===== src/sv/dvbf_pkg.sv =====
// Shared types and constants of the DV black frame byte generator.
package dvbf_pkg;

  // Frame geometry
  localparam int unsigned MAX_SEQUENCES  = 12;
  localparam int unsigned SEQ_W          = 4;
  localparam int unsigned BLK_W          = 8;
  localparam int unsigned POS_W          = 7;
  localparam logic [BLK_W-1:0] LAST_BLK  = 8'd149;
  localparam logic [POS_W-1:0] LAST_POS  = 7'd79;

  // Configuration register indexes
  localparam int unsigned CFG_ADDR_W     = 1;
  localparam int unsigned CFG_DATA_W     = 4;
  localparam logic [CFG_ADDR_W-1:0] CFG_PAL_MODE = 1'b0;
  localparam logic [CFG_ADDR_W-1:0] CFG_SEQ_CNT  = 1'b1;

  // Block ID type codes
  localparam logic [7:0] ID_HEADER  = 8'h1f;
  localparam logic [7:0] ID_SUBCODE = 8'h3f;
  localparam logic [7:0] ID_VAUX    = 8'h56;
  localparam logic [7:0] ID_AUDIO   = 8'h76;
  localparam logic [7:0] ID_VIDEO   = 8'h96;

  // Frame position of one emitted byte
  typedef struct packed {
    logic [SEQ_W-1:0] seq;
    logic [BLK_W-1:0] blk;
    logic [POS_W-1:0] pos;
    logic             last;
  } pos_t;

endpackage


===== src/sv/dvbf_pos.sv =====
// Input stage: frame position counters and the registered position of each item.
module dvbf_pos import dvbf_pkg::*; (
  input  logic             clk_i,
  input  logic             rst_ni,
  input  logic             in_valid_i,
  output logic             in_ready_o,
  input  logic             restart_i,
  input  logic [SEQ_W-1:0] seq_cnt_i,   // effective sequence count, 1..MAX_SEQUENCES
  input  logic             adv_i,       // next stage takes the held position
  output logic             valid_o,
  output pos_t             pos_o
);

  logic [SEQ_W-1:0] seq_q, seq_d;
  logic [BLK_W-1:0] blk_q, blk_d;
  logic [POS_W-1:0] byte_q, byte_d;
  logic             valid_q;
  pos_t             pos_q, cur;
  logic             accept;

  assign in_ready_o = !valid_q || adv_i;
  assign accept     = in_valid_i && in_ready_o;

  // Current position and the one after it
  always_comb begin
    cur.seq  = restart_i ? '0 : seq_q;
    cur.blk  = restart_i ? '0 : blk_q;
    cur.pos  = restart_i ? '0 : byte_q;
    cur.last = (cur.blk == LAST_BLK) && (cur.pos == LAST_POS) &&
               (({1'b0, cur.seq} + 5'd1) >= {1'b0, seq_cnt_i});
    seq_d  = cur.seq;
    blk_d  = cur.blk;
    byte_d = cur.pos + 7'd1;
    if (cur.pos == LAST_POS) begin
      byte_d = '0;
      blk_d  = cur.blk + 8'd1;
      if (cur.blk == LAST_BLK) begin
        blk_d = '0;
        seq_d = cur.last ? '0 : cur.seq + 4'd1;
      end
    end
  end

  // Counters move on every accepted item
  always_ff @(posedge clk_i or negedge rst_ni) begin
    if (!rst_ni) begin
      seq_q   <= '0;
      blk_q   <= '0;
      byte_q  <= '0;
      valid_q <= 1'b0;
    end else begin
      if (accept) begin
        seq_q  <= seq_d;
        blk_q  <= blk_d;
        byte_q <= byte_d;
      end
      if (in_ready_o) valid_q <= in_valid_i;
    end
  end

  // Position register, payload only
  always_ff @(posedge clk_i) begin
    if (accept) pos_q <= cur;
  end

  assign valid_o = valid_q;
  assign pos_o   = pos_q;

endmodule


===== src/sv/dvbf_enc.sv =====
// Output stage: frame byte for a position, and the result register.
module dvbf_enc import dvbf_pkg::*; (
  input  logic        clk_i,
  input  logic        rst_ni,
  input  logic        valid_i,
  input  pos_t        pos_i,
  input  logic        pal_i,
  output logic        adv_o,
  output logic        m_axis_tvalid_o,
  input  logic        m_axis_tready_i,
  output logic [31:0] m_axis_tdata_o,
  output logic        m_axis_tlast_o
);

  // Byte value at a frame position
  function automatic logic [7:0] frame_byte(input logic [SEQ_W-1:0] seq,
                                            input logic [BLK_W-1:0] blk,
                                            input logic [POS_W-1:0] pos,
                                            input logic pal);
    logic [POS_W-1:0] p;
    logic [BLK_W-1:0] b7;
    logic [7:0]       res;
    b7  = blk - 8'd7;
    res = 8'hff;
    p   = '0;
    if (pos == 7'd1) begin
      res = {seq, 4'h7};
    end else if (blk == 8'd0) begin
      // header
      case (pos)
        7'd0:    res = ID_HEADER;
        7'd2:    res = 8'h00;
        7'd3:    res = pal ? 8'hbf : 8'h3f;
        7'd4:    res = 8'hf8 | {7'd0, ~pal};
        7'd5:    res = 8'h78 | {7'd0, ~pal};
        default: res = 8'hff;
      endcase
    end else if (blk < 8'd3) begin
      // subcode
      if (pos == 7'd0) res = ID_SUBCODE;
      else if (pos == 7'd2) res = blk - 8'd1;
    end else if (blk < 8'd6) begin
      // VAUX, packs repeated at payload offset 45
      if (pos == 7'd0) res = ID_VAUX;
      else if (pos == 7'd2) res = blk - 8'd3;
      else begin
        p = pos - 7'd3;
        if (p >= 7'd45 && p < 7'd55) p = p - 7'd45;
        case (p)
          7'd0:    res = 8'h60;
          7'd3:    res = 8'hc0 | {2'b00, pal, 5'd0};
          7'd5:    res = 8'h61;
          7'd6:    res = 8'h3f;
          7'd7:    res = 8'hc8;
          7'd8:    res = 8'hfc;
          default: res = 8'hff;
        endcase
      end
    end else if (blk[3:0] == 4'd6) begin
      // silent audio
      if (pos == 7'd0) res = ID_AUDIO;
      else if (pos == 7'd2) res = {4'd0, blk[7:4]};
      else res = (pos < 7'd8) ? 8'hff : 8'h00;
    end else begin
      // black video macroblock
      if (pos == 7'd0) res = ID_VIDEO;
      else if (pos == 7'd2) res = b7 - {4'd0, b7[7:4]};
      else if (pos == 7'd3) res = 8'h0f;
      else if (pos < 7'd60) begin
        p = pos - 7'd4;
        if (p >= 7'd42) p = p - 7'd42;
        else if (p >= 7'd28) p = p - 7'd28;
        else if (p >= 7'd14) p = p - 7'd14;
        res = (p == 7'd0) ? 8'h90 : ((p == 7'd1) ? 8'h06 : 8'h00);
      end else begin
        p = pos - 7'd60;
        if (p >= 7'd10) p = p - 7'd10;
        res = (p == 7'd1) ? 8'h16 : 8'h00;
      end
    end
    return res;
  endfunction

  logic        valid_q;
  logic [31:0] data_q, data_d;
  logic        last_q;

  assign adv_o = !valid_q || m_axis_tready_i;

  // Pack result fields, highest first
  assign data_d = {5'd0, pos_i.pos, pos_i.blk, pos_i.seq,
                   frame_byte(pos_i.seq, pos_i.blk, pos_i.pos, pal_i)};

  always_ff @(posedge clk_i or negedge rst_ni) begin
    if (!rst_ni) begin
      valid_q <= 1'b0;
    end else if (adv_o) begin
      valid_q <= valid_i;
    end
  end

  // Result register, payload only
  always_ff @(posedge clk_i) begin
    if (adv_o && valid_i) begin
      data_q <= data_d;
      last_q <= pos_i.last;
    end
  end

  assign m_axis_tvalid_o = valid_q;
  assign m_axis_tdata_o  = data_q;
  assign m_axis_tlast_o  = last_q;

endmodule


===== src/sv/dv_black_frame_byte_generator_top.sv =====
// Top level of the DV black frame byte generator.
// An item goes through the position register, then the result register.
// Throughput: one item per cycle; the position register and the result
// register each move whenever the stage after them is free.
// Reset: counters go to sequence 0, block 0, byte 0; pal_mode resets to 1,
// sequence_count to 12; no item is held after reset.
module dv_black_frame_byte_generator_top import dvbf_pkg::*; (
  input  logic                  clk_i,
  input  logic                  rst_ni,
  input  logic                  cfg_we_i,
  input  logic [CFG_ADDR_W-1:0] cfg_addr_i,
  input  logic [CFG_DATA_W-1:0] cfg_wdata_i,
  input  logic                  s_axis_tvalid_i,
  output logic                  s_axis_tready_o,
  input  logic [7:0]            s_axis_tdata_i,   // [0] restart, [7:1] zero
  output logic                  m_axis_tvalid_o,
  input  logic                  m_axis_tready_i,
  // [7:0] data_byte, [11:8] sequence_number, [19:12] block_number,
  // [26:20] byte_offset, [31:27] zero
  output logic [31:0]           m_axis_tdata_o,
  output logic                  m_axis_tlast_o    // last_in_frame
);

  logic             pal_q;
  logic [SEQ_W-1:0] seq_cnt_q;
  logic [SEQ_W-1:0] eff_cnt;
  logic             adv;
  logic             pos_valid;
  pos_t             pos;

  // Configuration registers
  always_ff @(posedge clk_i or negedge rst_ni) begin
    if (!rst_ni) begin
      pal_q     <= 1'b1;
      seq_cnt_q <= 4'd12;
    end else if (cfg_we_i) begin
      case (cfg_addr_i)
        CFG_PAL_MODE: pal_q     <= cfg_wdata_i[0];
        CFG_SEQ_CNT:  seq_cnt_q <= cfg_wdata_i[SEQ_W-1:0];
        default:      ;
      endcase
    end
  end

  // Sequence count clamped to 1..MAX_SEQUENCES
  always_comb begin
    eff_cnt = seq_cnt_q;
    if (seq_cnt_q == '0) eff_cnt = 4'd1;
    else if (seq_cnt_q > SEQ_W'(MAX_SEQUENCES)) eff_cnt = SEQ_W'(MAX_SEQUENCES);
  end

  dvbf_pos u_pos (
    .clk_i      (clk_i),
    .rst_ni     (rst_ni),
    .in_valid_i (s_axis_tvalid_i),
    .in_ready_o (s_axis_tready_o),
    .restart_i  (s_axis_tdata_i[0]),
    .seq_cnt_i  (eff_cnt),
    .adv_i      (adv),
    .valid_o    (pos_valid),
    .pos_o      (pos)
  );

  dvbf_enc u_enc (
    .clk_i           (clk_i),
    .rst_ni          (rst_ni),
    .valid_i         (pos_valid),
    .pos_i           (pos),
    .pal_i           (pal_q),
    .adv_o           (adv),
    .m_axis_tvalid_o (m_axis_tvalid_o),
    .m_axis_tready_i (m_axis_tready_i),
    .m_axis_tdata_o  (m_axis_tdata_o),
    .m_axis_tlast_o  (m_axis_tlast_o)
  );

endmodule


===== config.mk =====
export PLATFORM = sky130hd
export DESIGN_NAME = dv_black_frame_byte_generator_top
export DESIGN_NICKNAME = d
export VERILOG_FILES = /design/src/sv/dvbf_pkg.sv /design/src/sv/dvbf_pos.sv /design/src/sv/dvbf_enc.sv /design/src/sv/dv_black_frame_byte_generator_top.sv
export SDC_FILE = /design/constraint.sdc
export NUM_CORES = 1
export LEC_CHECK = 0
export BUFFER_PORTS_ARGS = -buffer_cell sky130_fd_sc_hd__buf_2
export CAP_MARGIN = 40
export CELL_PAD_IN_SITES_DETAIL_PLACEMENT = 1
export CELL_PAD_IN_SITES_GLOBAL_PLACEMENT = 2
export CORE_ASPECT_RATIO = 0.6
export CORE_MARGIN = 1
export CORE_UTILIZATION = 30
export DETAILED_ROUTE_END_ITERATION = 8
export PLACE_DENSITY = 0.77
export SLEW_MARGIN = 25
export SYNTH_ARGS = -nofsm -noshare
export SYNTH_HDL_FRONTEND = slang
export SYNTH_HIERARCHICAL = 1
export SYNTH_SLANG_ARGS = --single-unit

===== constraint.sdc =====
create_clock -name clk_i -period 4.6 [get_ports clk_i]
set_input_delay 0 -clock clk_i [delete_from_list [all_inputs] [get_ports clk_i]]
set_output_delay 0 -clock clk_i [all_outputs]
set_load 0.01 [all_outputs]

==> impl_metrics.yaml <==
logic_synthesis:
  yosysWarnings: 6
  synthArstFlopShare_pct: 35.14
  seq_area_frac_synth_pct: 35.94
  synth.avg_cell_area_um2: 8.917
  synth_flop_cell: "edfxtp_1"
  synth_area_mm2: 0.005832
  synthCells: 654
  ys_ff_latch: 74
  synth_edf_count: 48
  ys_types: 90
global_routing:
  grt_pass1_wl_mm: 29.84
  first_global_vias: 5231
  antenna_found_initial: 0
  grt_usage_pct: 19.24
  grt_max_degree: 45
  overflow: 0
power_and_ir_drop:
  p_seq_share_pct: 38.1
  netSwitchingFraction_pct: 33.20
  ir_drop_mv: 0.1634
  total_power_mw: 2.187
  power.share.clock_pct: 33.9
  power_density_mw_per_mm2: 329.2
  p_comb_share_pct: 28.0
  switching_power_mw: 0.7263
  leakage_nw: 2.608
  internal_power_mw: 1.461
worst_setup_path:
  path_buf_inv: 1
  rr_startpoint: "u_pos/pos_o[1]"
  startpoint_type: "register"
  crit_arrival_ps: 4200
  cp_cell_sequence: "ha_1 -> or2_2 -> nor3_1 -> o21ai_0 -> a2111oi_4 -> buf_4 -> a31oi_1 -> a211oi_2 -> o21bai_1 -> o2111a_1 -> o311ai_1"
  crit_path_start: "u_pos/pos_o[1]"
  crit_family: "compound AO/OA/AOI/OAI gates"
  critPathSlowestCell: "edfxtp_1"
  criticalPathCategory: "reg -> reg"
  max_stage_delay_ps: 550
  path_max_fanout: 12
  end_kind: "register"
  cp.required_ps: 4650
clocking:
  holdBufCountCts: 7
  post_cts_buffers: 0
  cts_max_level: 3
  clk_pin_slew_worst_paths_ps: 60
  clk_latency_ps: 340
  clock-root-buffer: "clkbuf_16"
  cts_sinks: 74
  cts_tree: "yes"
  cts_buffers: 9
  cts_resized: 0
  clockBufferDepth: 2
floorplan:
  die_y_um: 110
  initial_core_util_pct: 30.64
  core_area_mm2: 0.01903
  dieArea_mm2: 0.02002
  top_level_ports: 53
  die_width_um: 182.0
  std_cell_rows: 39
placed_design:
  dp_slack_ps: 509.1
  gp_congestion: 0.9108
  io_buffers: 40
  dp_cells: 915
  dpl.hpwl_mm: 13.90
  place_area_mm2: 0.006264
final_layout:
  drive_gt1_share_pct: 14.74
  design_area_mm2: 0.006645
  antenna_cells: 0
  layout.cells.non_filler: 938
  area_growth_pct: 13.95
  final_util_pct: 34.92
  fin_nets: 733
drt:
  ant_nets: 0
  highest_layer: "met4"
  firstDrtPassIters: 5
  wl_met1_mm: 10.22
  drcViolationCount: 0
  drtIter0Drc: 484
  wire_per_inst_um: 19.95
  vias: 5256
  route.met3.wl_mm: 1.059
  routed_wl_mm: 18.72
  met2_length_mm: 7.306
  vias_per_cell: 5.603
hold_path:
  worstHoldStart: "cfg_we_i"
  hold_class: "in -> reg"
sta:
  worst_pin_slew_ps: 833.2
  hold_viol: 0
  final.min_clock_period_ps: 4148
  final.setup.worst_slack_ps: 452.1
  finalSetupTns_ps: 0
  fmax_mhz: 241.1
  max_slew_margin_pct: 44.04
  holdWs_ps: 36.18
  rsz0062_at_grt: "false"
  fin_skew_ps: 8.445
  final-setup-viol-count: 0
  maxSlewViolCount: 0
  fin_crit_sh_pct: 90.17
flow_run:
  drv_cap: 0
outcome:
  status: "complete, no violations"
[routing by layer]
layer  track usage (%)  vias to the layer above
li1                  -                     2463
met1             29.83                     2619
met2             27.17                      152
met3             4.106                       22
met4             3.061                        0
met5                 0                        -
[cell families (layout without fill, tap and decap cells)]
kind of cell | Yosys count | in the layout | share of synthesized area (%)
AO/OA/AOI/OAI | 186 | 186 | 21.86
XOR/XNOR | 35 | 35 | 5.256
buffers and inverters | 74 | 108 | 5.621
other | 1 | 5 | 0.06430
flip-flops | 74 | 74 | 35.94
adder cells (fa/ha/maj) | 29 | 29 | 6.308
multiplexers | 13 | 13 | 2.725
AND/OR/NAND/NOR | 242 | 242 | 22.23
[power by group through the flow]
stage                     clock network [mW]  registers [mW]  logic [mW]
final                                  0.742           0.834       0.612
after global routing                   0.787           0.842       0.671
after CTS                              0.760           0.834       0.603
after detailed placement                   0           0.846       0.596
after global placement                     0           0.844       0.571
after floorplan                            0           0.832       0.429
[cells in the mapped netlist (8+ instances only)]
master	instances	area share, %
nor2b_1	25	2.7
edfxtp_1	48	25
dfrtp_1	23	9.9
nand2_1	64	4.1
ha_1	27	5.8
nor2_1	39	2.5
inv_1	25	1.6
nor3_1	20	1.7
nand2b_1	19	2.0
nand3_1	24	2.1
xnor2_1	21	3.2
xor2_1	14	2.1
a31oi_1	12	1.3
a21oi_1	39	3.3
o21ai_0	39	3.3
clkbuf_1	30	1.9
o21ai_1	10	0.86
o31ai_1	8	1.0
[flip-flops by register name, indices dropped and copies added, names as in the netlist, 4 cells and up]
signal / cells
u_pos/pos_o: 20
u_pos/blk_q: 8
u_pos/byte_q: 7
u_pos/seq_q: 4
u_enc/m_axis_tdata_o: 27
seq_cnt_q: 4
[cell usage in the layout, fill, tap and decap left out, types with 12 or more instances in the layout]
cell	Yosys	routed
a21oi_1	39	39
a31oi_1	12	12
buf_2	4	40
buf_4	6	18
dfrtp_1	23	23
edfxtp_1	48	48
ha_1	27	27
inv_1	25	25
nand2_1	64	64
nand2b_1	19	19
nand3_1	24	24
nor2_1	39	39
nor2b_1	25	25
nor3_1	20	20
o21ai_0	39	39
xnor2_1	21	21
xor2_1	14	14
[tightest hold or removal path, stage by stage]
cell	delay [ps]
buf_2	110
nand2b_1	80
mux2_4	150
[worst paths after layout]
| check | slack (ps) | cells after the start | end |
|---|---|---|---|
| max | 450 | 11 | u_enc/m_axis_tdata_o[2] |
| min | 40 | 3 | pal_q |
| max reg2reg | 450 | 11 | u_enc/m_axis_tdata_o[2] |
| min reg2reg | 430 | 0 | u_enc/m_axis_tlast_o |
| max in group asynchronous | 3930 | 2 | u_pos/seq_q[1] |
| min in group asynchronous | 240 | 2 | u_pos/valid_o |
[cell type report]
type	count	area [um^2]
Multi-Input combinational cell	510	3423
Fill cell	2253	12390
Inverter	26	97.59
Clock buffer	14	296.5
Sequential cell	74	2096
Timing Repair Buffer	66	409.1
Tap cell	246	307.8
Clock inverter	2	15.01
(Power assumes the default switching activity.)
